$ cat config.mk
export PLATFORM = sky130hd
export DESIGN_NAME = pfdc_law_unit
export DESIGN_NICKNAME = d
export VERILOG_FILES = /design/src/hw/rtl/pfdc_pkg.sv /design/src/hw/rtl/pfdc_law_unit.sv
export SDC_FILE = /design/constraint.sdc
export NUM_CORES = 1
export LEC_CHECK = 0
export BUFFER_PORTS_ARGS = -buffer_cell sky130_fd_sc_hd__buf_2
export CAP_MARGIN = 15
export CORE_ASPECT_RATIO = 1.2
export CORE_MARGIN = 10
export CORE_UTILIZATION = 30
export DETAILED_ROUTE_END_ITERATION = 8
export GPL_ROUTABILITY_DRIVEN = 0
export SLEW_MARGIN = 20
export SYNTH_ARGS = -nofsm -noshare
export SYNTH_HDL_FRONTEND = slang
export SYNTH_SLANG_ARGS = --single-unit
$ cat constraint.sdc
create_clock -name clk_i -period 6 [get_ports clk_i]
set_clock_uncertainty 0.15 [all_clocks]
set_input_delay 1.2 -clock clk_i [delete_from_list [all_inputs] [get_ports clk_i]]
set_output_delay 1.2 -clock clk_i [all_outputs]
set_load 0.005 [all_outputs]
$ cat src/hw/rtl/pfdc_pkg.sv
// Package for the per-flow DRR/CoDel scheduler: sizes, status codes,
// register indexes and sequencer states. Used by every module of the block.
package pfdc_pkg;
  localparam int unsigned NumFlows  = 64;
  localparam int unsigned FlowDepth = 16;
  localparam int unsigned FlowW     = $clog2(NumFlows);
  localparam int unsigned SlotW     = $clog2(FlowDepth);
  localparam int unsigned FillW     = $clog2(FlowDepth + 1);
  localparam int unsigned AddrW     = FlowW + SlotW;
  localparam int unsigned ListW     = $clog2(NumFlows + 1);
  localparam int unsigned BytesW    = 26;
  localparam int unsigned CreditW   = 18;
  localparam logic [10:0] DropMax   = 11'd2047;
  localparam logic [15:0] CountMax  = 16'hFFFF;

  localparam logic [1:0] StEnq    = 2'd0;
  localparam logic [1:0] StFull   = 2'd1;
  localparam logic [1:0] StSent   = 2'd2;
  localparam logic [1:0] StNone   = 2'd3;

  localparam logic [1:0] RegTarget   = 2'd0;
  localparam logic [1:0] RegInterval = 2'd1;
  localparam logic [1:0] RegQuantum  = 2'd2;

  typedef enum logic [4:0] {
    S_IDLE, S_ENQ_RD, S_ENQ_WR, S_LIST_RD, S_FLOW_RD, S_PICK,
    S_PKT_RD, S_JUDGE, S_DECIDE, S_SQRT, S_DIV, S_LAW, S_WB, S_OUT
  } state_e;

  typedef enum logic [1:0] {L_IDLE, L_SQRT, L_DIV, L_DONE} law_state_e;

  typedef struct packed {
    logic [SlotW-1:0]   head;
    logic [FillW-1:0]   fill;
    logic [CreditW-1:0] credit;
    logic               active;
    logic [31:0]        above;
    logic [31:0]        next_drop;
    logic [15:0]        count;
    logic               dropping;
  } flow_t;

  typedef struct packed {
    logic        start;
    logic [15:0] radicand;
    logic [15:0] dividend;
  } law_req_t;

  typedef struct packed {
    logic        done;
    logic [15:0] quot;
  } law_rsp_t;
endpackage

$ cat src/hw/rtl/pfdc_law_unit.sv
// Control-law step unit: floor(interval / max(1, isqrt(count))), computed
// bit-serially. Depends on pfdc_pkg.
module pfdc_law_unit (
  input  logic               clk_i,
  input  logic               rst_ni,
  input  pfdc_pkg::law_req_t req_i,
  output pfdc_pkg::law_rsp_t rsp_o
);
  import pfdc_pkg::*;

  law_state_e  st_q, st_d;
  logic [15:0] v_q, r_q, b_q, dvd_q, quo_q, den_q, rem_q;
  logic [4:0]  n_q;

  logic [16:0] rb;
  logic [16:0] rem_sh;
  logic [16:0] rem_sub;
  assign rb      = {1'b0, r_q} + {1'b0, b_q};
  assign rem_sh  = {rem_q, dvd_q[15]};
  assign rem_sub = rem_sh - {1'b0, den_q};

  always_ff @(posedge clk_i or negedge rst_ni) begin
    if (!rst_ni) begin
      st_q <= L_IDLE;
    end else begin
      st_q <= st_d;
    end
  end

  always_comb begin
    st_d = st_q;
    case (st_q)
      L_IDLE: if (req_i.start) st_d = L_SQRT;
      L_SQRT: if (b_q == 16'd0) st_d = L_DIV;
      L_DIV:  if (n_q == 5'd0) st_d = L_DONE;
      L_DONE: st_d = L_IDLE;
      default: st_d = L_IDLE;
    endcase
    rsp_o.done = (st_q == L_DONE);
    rsp_o.quot = quo_q;
  end

  always_ff @(posedge clk_i) begin
    case (st_q)
      L_IDLE: begin
        v_q <= req_i.radicand; r_q <= '0; b_q <= 16'h4000;
        dvd_q <= req_i.dividend; rem_q <= '0; quo_q <= '0; n_q <= 5'd16;
      end
      L_SQRT: begin
        if (b_q != 16'd0) begin
          if ({1'b0, v_q} >= rb) begin
            v_q <= v_q - rb[15:0];
            r_q <= (r_q >> 1) + b_q;
          end else begin
            r_q <= r_q >> 1;
          end
          b_q <= b_q >> 2;
        end else begin
          den_q <= (r_q == 16'd0) ? 16'd1 : r_q;
        end
      end
      L_DIV: begin
        if (n_q != 5'd0) begin
          if (rem_sh >= {1'b0, den_q}) begin
            rem_q <= rem_sub[15:0];
            quo_q <= {quo_q[14:0], 1'b1};
          end else begin
            rem_q <= rem_sh[15:0];
            quo_q <= {quo_q[14:0], 1'b0};
          end
          dvd_q <= {dvd_q[14:0], 1'b0};
          n_q   <= n_q - 5'd1;
        end
      end
      default: ;
    endcase
  end
endmodule

==> impl_metrics.tcl, run 1 <==
set metrics [dict create \
    worstSetupStartpointType "flip-flop" \
    cts.sinks 111 \
    min_to "quo_q[5]" \
    grt_antenna_before_repair 0 \
    clock_path_buffers 2 \
    ys_seq_area_share_pct 45.60 \
    avgSynthCellArea_um2 10.52 \
    track_usage_pct 10.05 \
    portBuffers 51 \
    critPathBufInv 1 \
    synth_cells 693 \
    reg2reg_depth 13 \
    synth-async-reset-ratio_pct 1.802 \
    grt_pass1_wl_um 25470 \
    chipWidth_um 162.3 \
    hold_path_class "reg -> reg" \
    drc 0 \
    cp_top_family "compound AO/OA/AOI/OAI gates" \
    yosys_warnings 0 \
    cts_resized 0 \
    htree_levels 3 \
    r2r_end "v_q[8]" \
    final_hold_viol_count 0 \
    maxCapViolCount 0 \
    synth.distinct_cells 61 \
    netlist.top_cell.by_area "edfxtp_1" \
    worst-endpoint-required_ns 5.94 \
    rsz0062_at_grt "false" \
    die-height_um 190.7 \
    synth-simple-area-share_pct 13.60 \
    ios 52 \
    first_pass_iters 5 \
    r2r_slack_ns 1.35 \
    synth_mux_area_share_pct 6.679 \
    synth_top_flop_cell "edfxtp_1" \
    finalSetupTns_ns 0 \
    grt_max_degree 60 \
    worstSetupPathType "reg -> reg" \
    multi_input_area_um2 3682 \
    status "finished, final reports clean" \
    syn_area_um2 7287 \
    wire_per_inst_um 15.01 \
    layout-drive-gt1-share_pct 16.01 \
    final_max_slew_viol_count 0 \
    synth_compound_area_share_pct 15.26 \
    hold_depth 1 \
    area_delta_synth_final_pct 12.43 \
    drtIter0Drc 386 \
    place_area_um2 7868 \
    crit_arrival_ns 4.59 \
    cp_max_fo 16 \
    timing.fmax_ghz 0.2151 \
    drt-vias-per-instance 5.034 \
    clk_latency_ns 0.36 \
    ys_seq_elements 111 \
    tritoncts "done" \
    dpl.hpwl_um 11430 \
    diodes 0 \
    postRouteAntennaNets 0 \
    synth_adder_area_share_pct 9.993 \
    synth_edf_count 109 \
    synth_area_leaders "edfxtp_1 (45%), ha_1 (9.4%), mux2_2 (4.5%)" \
    end_kind "flip-flop" \
    numCtsBuffers 9 \
    start_util_pct 30.40 \
    num_vias 5291 \
    period_needed_ns 4.650 \
    clkTransAtPathRegs_ns 0.09 \
    finalSetupViolations 0 \
    fillers 2415 \
    cts_hold_buf 0 \
    worst_slew_pin_slew_ns 0.9750 \
    cp_slowest_stage_delay_ns 0.66 \
    overflow 0 \
    synthesis.nets 785 \
    dieArea_um2 30950 \
    r2r_start "r_q[6]" \
    cp_slowest_cell "o2bb2ai_1" \
    seq_area_um2 3323 \
    finalWirelength_um 15770 \
    period_share_pct 77.50 \
    cp_cell_sequence "ha_1, nand4_1, o21ai_0, a31oi_1, nor2b_1, xnor2_1, ha_1, a21oi_1, a221oi_1, o2bb2ai_1, a21o_1, o22ai_1, buf_4" \
    path_common_cell "ha_1" \
    synth_xor_area_share_pct 4.688 \
    core_area_um2 23970 \
    grt_pass1_vias 5135 \
    design_area_um2 8193 \
    yosysTopAreaCellShare_pct 44.92 \
    cts-root-buf "clkbuf_16" \
    rows 62 \
    post_cts_buffers 0 \
    hold_start "quo_q[4]" \
    layout.nets 818 \
    relSlewSlack_pct 35.00 \
    synth_top_family_by_area "compound AO/OA/AOI/OAI gates" \
]
## per-stage QoR
step / setup WS, ns / std cells / hold WS (ns) / util (%)
floorplan: 1.457 / 693 / 0.3649 / -
global placement: 1.473 / 1035 / 0.3763 / 32.82
detailed placement: 1.386 / 1035 / 0.3852 / 32.82
CTS: 1.361 / 1051 / 0.4049 / 34.18
global route: 0.9511 / 1051 / 0.4100 / 34.18
finish: 1.350 / 1051 / 0.3949 / 34.18
## cells in the final DEF, fill, tap and decap left out, drive strengths merged, types with 9 or more instances in the layout
cell,Yosys,routed
nand4,9,9
and2,25,25
nand2,54,54
nand3,19,19
inv,40,44
o21ai,34,34
buf,9,58
nor2,35,35
o211ai,9,9
edfxtp,109,109
a21oi,46,46
nor3,12,12
nand2b,13,13
xor2,13,13
mux2,29,29
xnor2,26,26
mux2i,16,16
clkbuf,27,9
a211oi,13,13
ha,55,55
## routing by layer
metal  vias up  share of wire, %  global-route usage [%]
met2        91                51                   17.88
li1       2639                 -                       -
met5         -                 0                       0
met4         0               1.4                   3.504
met1      2550                44                   11.82
met3        11               3.3                   1.836
## state kept, by name, indices dropped and copies added, names as in the netlist
signal,cells
b_q,8
v_q,16
dvd_q,16
rem_q,16
den_q,16
st_q,2
r_q,16
quo_q,16
n_q,5
## cells by family (layout without fill, tap and decap cells)
kind of cell,after synthesis,in the layout
compound gates,166,166
xor+xnor,39,39
fa+ha+maj,57,57
buf+inv,77,115
flops,111,111
mux,45,45
simple gates,198,198
## cell type report
class | count | share of cell area, %
clock inverter | 7 | 1.222
tap | 320 | 4.887
timing repair buffer | 58 | 3.757
multi-input combinational | 505 | 44.94
sequential | 111 | 40.56
inverter | 41 | 1.878
clock buffer | 9 | 2.749
## how the worst max path moves through the flow
stage,from,endpoint,slack [ns],cells past startpoint
floorplan,r_q[2],v_q[0],1.46,14
detailed placement,r_q[6],v_q[1],1.39,13
global route,r_q[6],v_q[8],0.95,13
CTS,r_q[6],v_q[8],1.36,13
finish,r_q[6],v_q[8],1.35,13
global placement,r_q[6],v_q[0],1.47,13
## synthesized netlist by cell type, types with 4 or more instances
master	number
nor3_1	12
o22ai_1	4
nor2b_1	7
nand2b_1	13
buf_1	4
a21oi_1	46
a211oi_1	12
nor4_1	8
nand4_1	9
o211ai_1	8
mux2i_1	16
o21a_1	5
nor2_1	34
o221ai_1	4
nand2_1	54
and2_1	25
xor2_1	13
ha_1	55
mux2_2	29
a31oi_1	8
nand3_1	19
o21ai_0	33
clkbuf_1	27
o21bai_1	4
a21o_1	8
or3_1	4
edfxtp_1	109
inv_1	40
xnor2_1	26
Power of run 1 is not shown: default switching activity piles up to over one toggle a cycle in this logic, so the estimate is an artifact.
==> run 2: changes to the inputs <==
ABC_AREA = 1   (was not set)
clock period = 4.5 ns   (was 6 ns; I/O delays follow)
==> run 2 against run 1 <==
Clock-buffer cell count is the same; largest cell class unchanged; synthesized cell count grew 36%; routed wire length grew 12%; sequential share of layout area shrank 1.6 points.
==> impl_metrics.tcl, run 2 <==
set metrics [dict create \
    ys_seq_area_share_pct 43.18 \
    hold_path_class "in -> async" \
    cts_resized 0 \
    grt_pass1_wl_um 29950 \
    first_pass_iters 5 \
    end_kind "flip-flop" \
    critPathBufInv 2 \
    cp_num_cells 18 \
    numCtsBuffers 9 \
    design_area_um2 8539 \
    yosysTopAreaCellShare_pct 42.53 \
    cp_cell_sequence "ha_1, nand2_1, o21ai_0, buf_4, nand3_1, nand2_1, a31oi_1, xor2_1, ha_1, nand2_1, nor2_1, nand4_1, nand3_1, nand2_4, nand2_4, nand2_8, o22ai_1, buf_4" \
    netlist_top_cells_count "nand2_1 (272), edfxtp_1 (109), inv_1 (103)" \
    post_cts_buffers 0 \
    num_vias 6047 \
    chipWidth_um 166.2 \
    ios 52 \
    synth_edf_count 109 \
    crit_arrival_ns 3.76 \
    drt-vias-per-instance 4.637 \
    htree_levels 3 \
    worst_slew_pin_slew_ns 0.9273 \
    synthesis.nets 1033 \
    tritoncts "done" \
    core_area_um2 25380 \
    synth.distinct_cells 46 \
    rows 64 \
    place_area_um2 8233 \
    avgSynthCellArea_um2 8.179 \
    period_share_pct 85.78 \
    path_common_cell "nand2_1" \
    area_delta_synth_final_pct 10.96 \
    final_common_cell "nand2_1" \
    clk_latency_ns 0.36 \
    cp_top_family "simple AND/OR/NAND/NOR gates" \
    drtIter0Drc 263 \
    diodes 0 \
    fillers 2657 \
    grt_antenna_before_repair 0 \
    synth_top_flop_cell "edfxtp_1" \
    status "finished, final reports clean" \
    worstSetupStartpointType "flip-flop" \
    worst-endpoint-required_ns 4.40 \
    finalWirelength_um 17740 \
    yosys_warnings 0 \
    cp_slowest_cell "edfxtp_1" \
    maxCapViolCount 0 \
    clock_path_buffers 2 \
    grt_pass1_vias 6213 \
    synth-async-reset-ratio_pct 1.802 \
    dpl.hpwl_um 13530 \
    clkTransAtPathRegs_ns 0.08 \
    pre_cts_slack_ns 0.6794 \
    synth_cells 941 \
    critPathLaunch "r_q[2]" \
    relSlewSlack_pct 38.00 \
    dieArea_um2 32490 \
    finalSetupViolations 0 \
    grt_max_degree 50 \
    start_util_pct 30.32 \
    synth_area_leaders "edfxtp_1 (43%), nand2_1 (13%), ha_1 (8.9%)" \
    final_max_slew_viol_count 0 \
    r2r_start "r_q[2]" \
    syn_area_um2 7696 \
    ys_seq_elements 111 \
    portBuffers 51 \
    cp_max_fo 18 \
    finalSetupTns_ns 0 \
    track_usage_pct 10.92 \
    rsz0062_at_grt "false" \
    period_needed_ns 3.860 \
    drc 0 \
    cts_hold_buf 0 \
    timing.fmax_ghz 0.2590 \
    fin_ws_ns 0.6397 \
    layout-drive-gt1-share_pct 11.19 \
    netlist.top_cell.by_area "edfxtp_1" \
    worstSetupPathType "reg -> reg" \
    overflow 0 \
    cp_slowest_stage_delay_ns 0.50 \
    final_hold_viol_count 0 \
    wire_per_inst_um 13.60 \
    layout.nets 1061 \
    cts.sinks 111 \
    cts-root-buf "clkbuf_16" \
    mostFrequentLayoutCells "nand2_1 (272), edfxtp_1 (109), inv_1 (103)" \
    synth_most_common_cell "nand2_1" \
    die-height_um 195.5 \
    postRouteAntennaNets 0 \
    reg2reg_depth 18 \
]
## run 2: cell count changes in the layout (fill, tap and decap cells not counted), sizes merged, moves of 23 or more
cell / change
nor2: +48
nand2: +227
and2: -23
nand3: +38
inv: +65
mux2: -29
## run 2: through the flow
step / utilization (%) / cells / hold WS, ns
final: 33.64 / 1304 / 0.1550
after floorplan: - / 941 / 0.3405
after global routing: 33.64 / 1304 / 0.1432
after CTS: 33.64 / 1304 / 0.1456
after global placement: 32.43 / 1288 / 0.3483
after detailed placement: 32.43 / 1288 / 0.3574
## run 2: worst paths after layout
kind / to / slack [ns]
worst max-delay path: v_q[10] / 0.64
worst min-delay path: st_q[0] / 0.16
worst max register to register: v_q[10] / 0.64
worst min register to register: dvd_q[1] / 0.38
max in group asynchronous: st_q[1] / 3.95
min in group clk_i: dvd_q[1] / 0.38
## run 2: cell families (layout without fill, tap and decap cells)
logic type / Yosys count / count (layout) / synth area share, %
AND/OR/NAND/NOR: 460 / 460 / 25.87
buffers and inverters: 149 / 182 / 8.096
AO/OA/AOI/OAI: 125 / 125 / 8.958
flip-flops: 111 / 111 / 43.18
adder cells (fa/ha/maj): 57 / 57 / 9.462
XOR/XNOR: 39 / 39 / 4.438
## run 2: cell type report
cell class / count / area [um2] / area share, %
repair buffers: 61 / 330.3 / 3.868
well taps: 330 / 412.9 / 4.835
clock inverters: 7 / 81.33 / 0.9524
multi-input cells: 681 / 3772 / 44.18
clock buffers: 9 / 225.2 / 2.637
flip-flops and latches: 111 / 3323 / 38.92
inverters: 105 / 394.1 / 4.615
## run 2: worst reg2reg max path, delay by kind of cell (launching register included)
kind,cells,cell delay (ns)
flip-flops,1,0.50
AND/OR/NAND/NOR,10,1.12
buffers and inverters,2,0.44
AO/OA/AOI/OAI,3,0.42
XOR/XNOR,1,0.17
adder cells (fa/ha/maj),2,0.76
## run 2: per-layer routing
| layer | share of wire (%) | up-vias | track usage, % |
|---|---|---|---|
| li1 | - | 3163 | - |
| met2 | 50 | 89 | 19.52 |
| met4 | 3.0 | 0 | 4.526 |
| met5 | 0 | - | 0 |
| met3 | 3.3 | 30 | 2.089 |
| met1 | 44 | 2765 | 12.47 |
Power of run 2 is left out for the same reason.
==> run 3: changes to the inputs <==
CORE_UTILIZATION = 56   (was 30)
PLACE_DENSITY = 0.78   (was not set)
clock period = 3.24 ns   (was 4.5 ns; I/O delays follow)
==> run 3 against run 2 <==
The flow now finishes with violations (negative setup slack); critical path depth up 1; maximum frequency is 12% higher; non-clock buffer count grew 75; register-to-register slack got worse by 0.85 ns; die area decreased by 42%; sequential cell count is the same; via count up 8.3%; setup slack lost 0.85 ns; first-iteration DRC count grew 81%; design area up 8.5%; core utilization rose by 36 points; routed wire length rose by 6.7%.
==> impl_metrics.tcl, run 3 (synthesis gave the netlist of run 2 again) <==
set metrics [dict create \
    status "finished with violations" \
    violations "negative setup slack" \
    clock_path_buffers 2 \
    mostFrequentLayoutCells "nand2_1 (262), edfxtp_1 (109), inv_1 (100)" \
    num_vias 6551 \
    start_util_pct 57.64 \
    portBuffers 51 \
    grt_pass1_wl_um 30390 \
    diodes 0 \
    period_needed_ns 3.452 \
    cp_slowest_cell "edfxtp_1" \
    cts-root-buf "clkbuf_16" \
    hold_depth 2 \
    grt_max_degree 54 \
    timing.fmax_ghz 0.2897 \
    min_to "dvd_q[10]" \
    cp_top_family "simple AND/OR/NAND/NOR gates" \
    r2r_start "b_q[8]" \
    multi_input_area_um2 4079 \
    ios 52 \
    path_common_cell "nand2_4" \
    hold_path_class "reg -> reg" \
    wire_per_inst_um 15.56 \
    cp_slowest_stage_delay_ns 0.45 \
    rsz0062_at_grt "true" \
    drt-vias-per-instance 5.383 \
    final_hold_viol_count 0 \
    dpl.hpwl_um 13470 \
    area_delta_synth_final_pct 20.35 \
    end_kind "flip-flop" \
    pre_cts_slack_ns -0.1466 \
    worst_slew_pin_slew_ns 0.7497 \
    hold-worst-slack_ns 0.3683 \
    clk_latency_ns 0.37 \
    postRouteAntennaNets 0 \
    tritoncts "done" \
    track_usage_pct 19.42 \
    finalSetupTns_ns -5.502 \
    seq_area_um2 3323 \
    dieArea_um2 18850 \
    maxCapViolCount 0 \
    chipWidth_um 127.0 \
    cp_cell_sequence "ha_4, nand2_4, nor3_4, nand3_2, nand2_4, a31oi_4, xor2_1, ha_1, nand2_2, nor2_1, nand4_1, nand3_2, nand2_4, nand3_4, nand2_8, buf_12, nor2_4, nand2_1, nand2_1" \
    finalWirelength_um 18940 \
    crit_arrival_ns 3.54 \
    fillers 1039 \
    worstSetupStartpointType "flip-flop" \
    htree_levels 3 \
    final_max_slew_viol_count 0 \
    drtIter0Drc 476 \
    numCtsBuffers 9 \
    worstSetupPathType "reg -> reg" \
    r2r_slack_ns -0.21 \
    critPathBufInv 1 \
    reg2reg_depth 19 \
    period_share_pct 106.6 \
    layout-drive-gt1-share_pct 22.02 \
    finalSetupViolations 31 \
    relSlewSlack_pct 50.02 \
    place_area_um2 8524 \
    overflow 0 \
    grt_pass1_vias 6603 \
    clkTransAtPathRegs_ns 0.08 \
    rows 46 \
    r2r_end "r_q[4]" \
    cp_max_fo 7 \
    drc 0 \
    first_pass_iters 6 \
    cts.sinks 111 \
    final_common_cell "nand2_1" \
    die-height_um 148.4 \
    hold_start "dvd_q[9]" \
    core_area_um2 13350 \
    layout.nets 1136 \
    fin_ws_ns -0.2124 \
    design_area_um2 9263 \
    worst-endpoint-required_ns 3.32 \
    grt_antenna_before_repair 0 \
]
==> run 3: worst reg2reg max path, delay by kind of cell (launching register included) <==
kind            cells  cell delay [ns]
xor+xnor            1             0.18
flops               1             0.45
fa+ha+maj           2             0.68
buf+inv             1             0.14
simple gates       14             1.63
compound gates      1             0.09
==> run 3: final cells by class <==
class	count	area share [%]
clock buffers	9	2.431
clock inverters	7	1.067
inverters	105	4.255
multi-input cells	681	44.04
flip-flops and latches	111	35.88
well taps	168	2.269
repair buffers	136	10.06
==> run 3: how the worst max path moves through the flow <==
stage,start,to,slack (ns),cells past startpoint
finish,b_q[8],r_q[4],-0.21,19
floorplan,r_q[2],v_q[0],-0.22,17
global route,b_q[8],r_q[4],-0.34,19
detailed placement,r_q[0],v_q[1],-0.15,21
CTS,b_q[2],r_q[4],-0.08,19
global placement,r_q[10],v_q[1],-0.05,17
==> run 3: timing repair <==
item | CTS | global route
buffers inserted | 10 | 15
pin swaps | 5 | 33
endpoints found under the setup margin | 31 | 37
resized for setup | 11 | 39
hold buffers | 1 | 0
hold endpoints to repair | 2 | 0
==> run 3: metal layers <==
layer	global-route usage (%)	routed length [um]	vias to the layer above
met5	0	0	-
li1	-	-	3313
met3	2.560	668	44
met4	9.578	629	0
met2	35.34	10020	173
met1	21.65	7618	3021
==> run 3: per-stage QoR <==
stage	cells	util (%)
6_report	1217	69.37
3_5_place_dp	1177	63.84
5_1_grt	1217	69.37
2_1_floorplan	941	-
3_3_place_gp	1177	63.84
4_1_cts	1204	67.35
Power of run 3 is left out for the same reason.
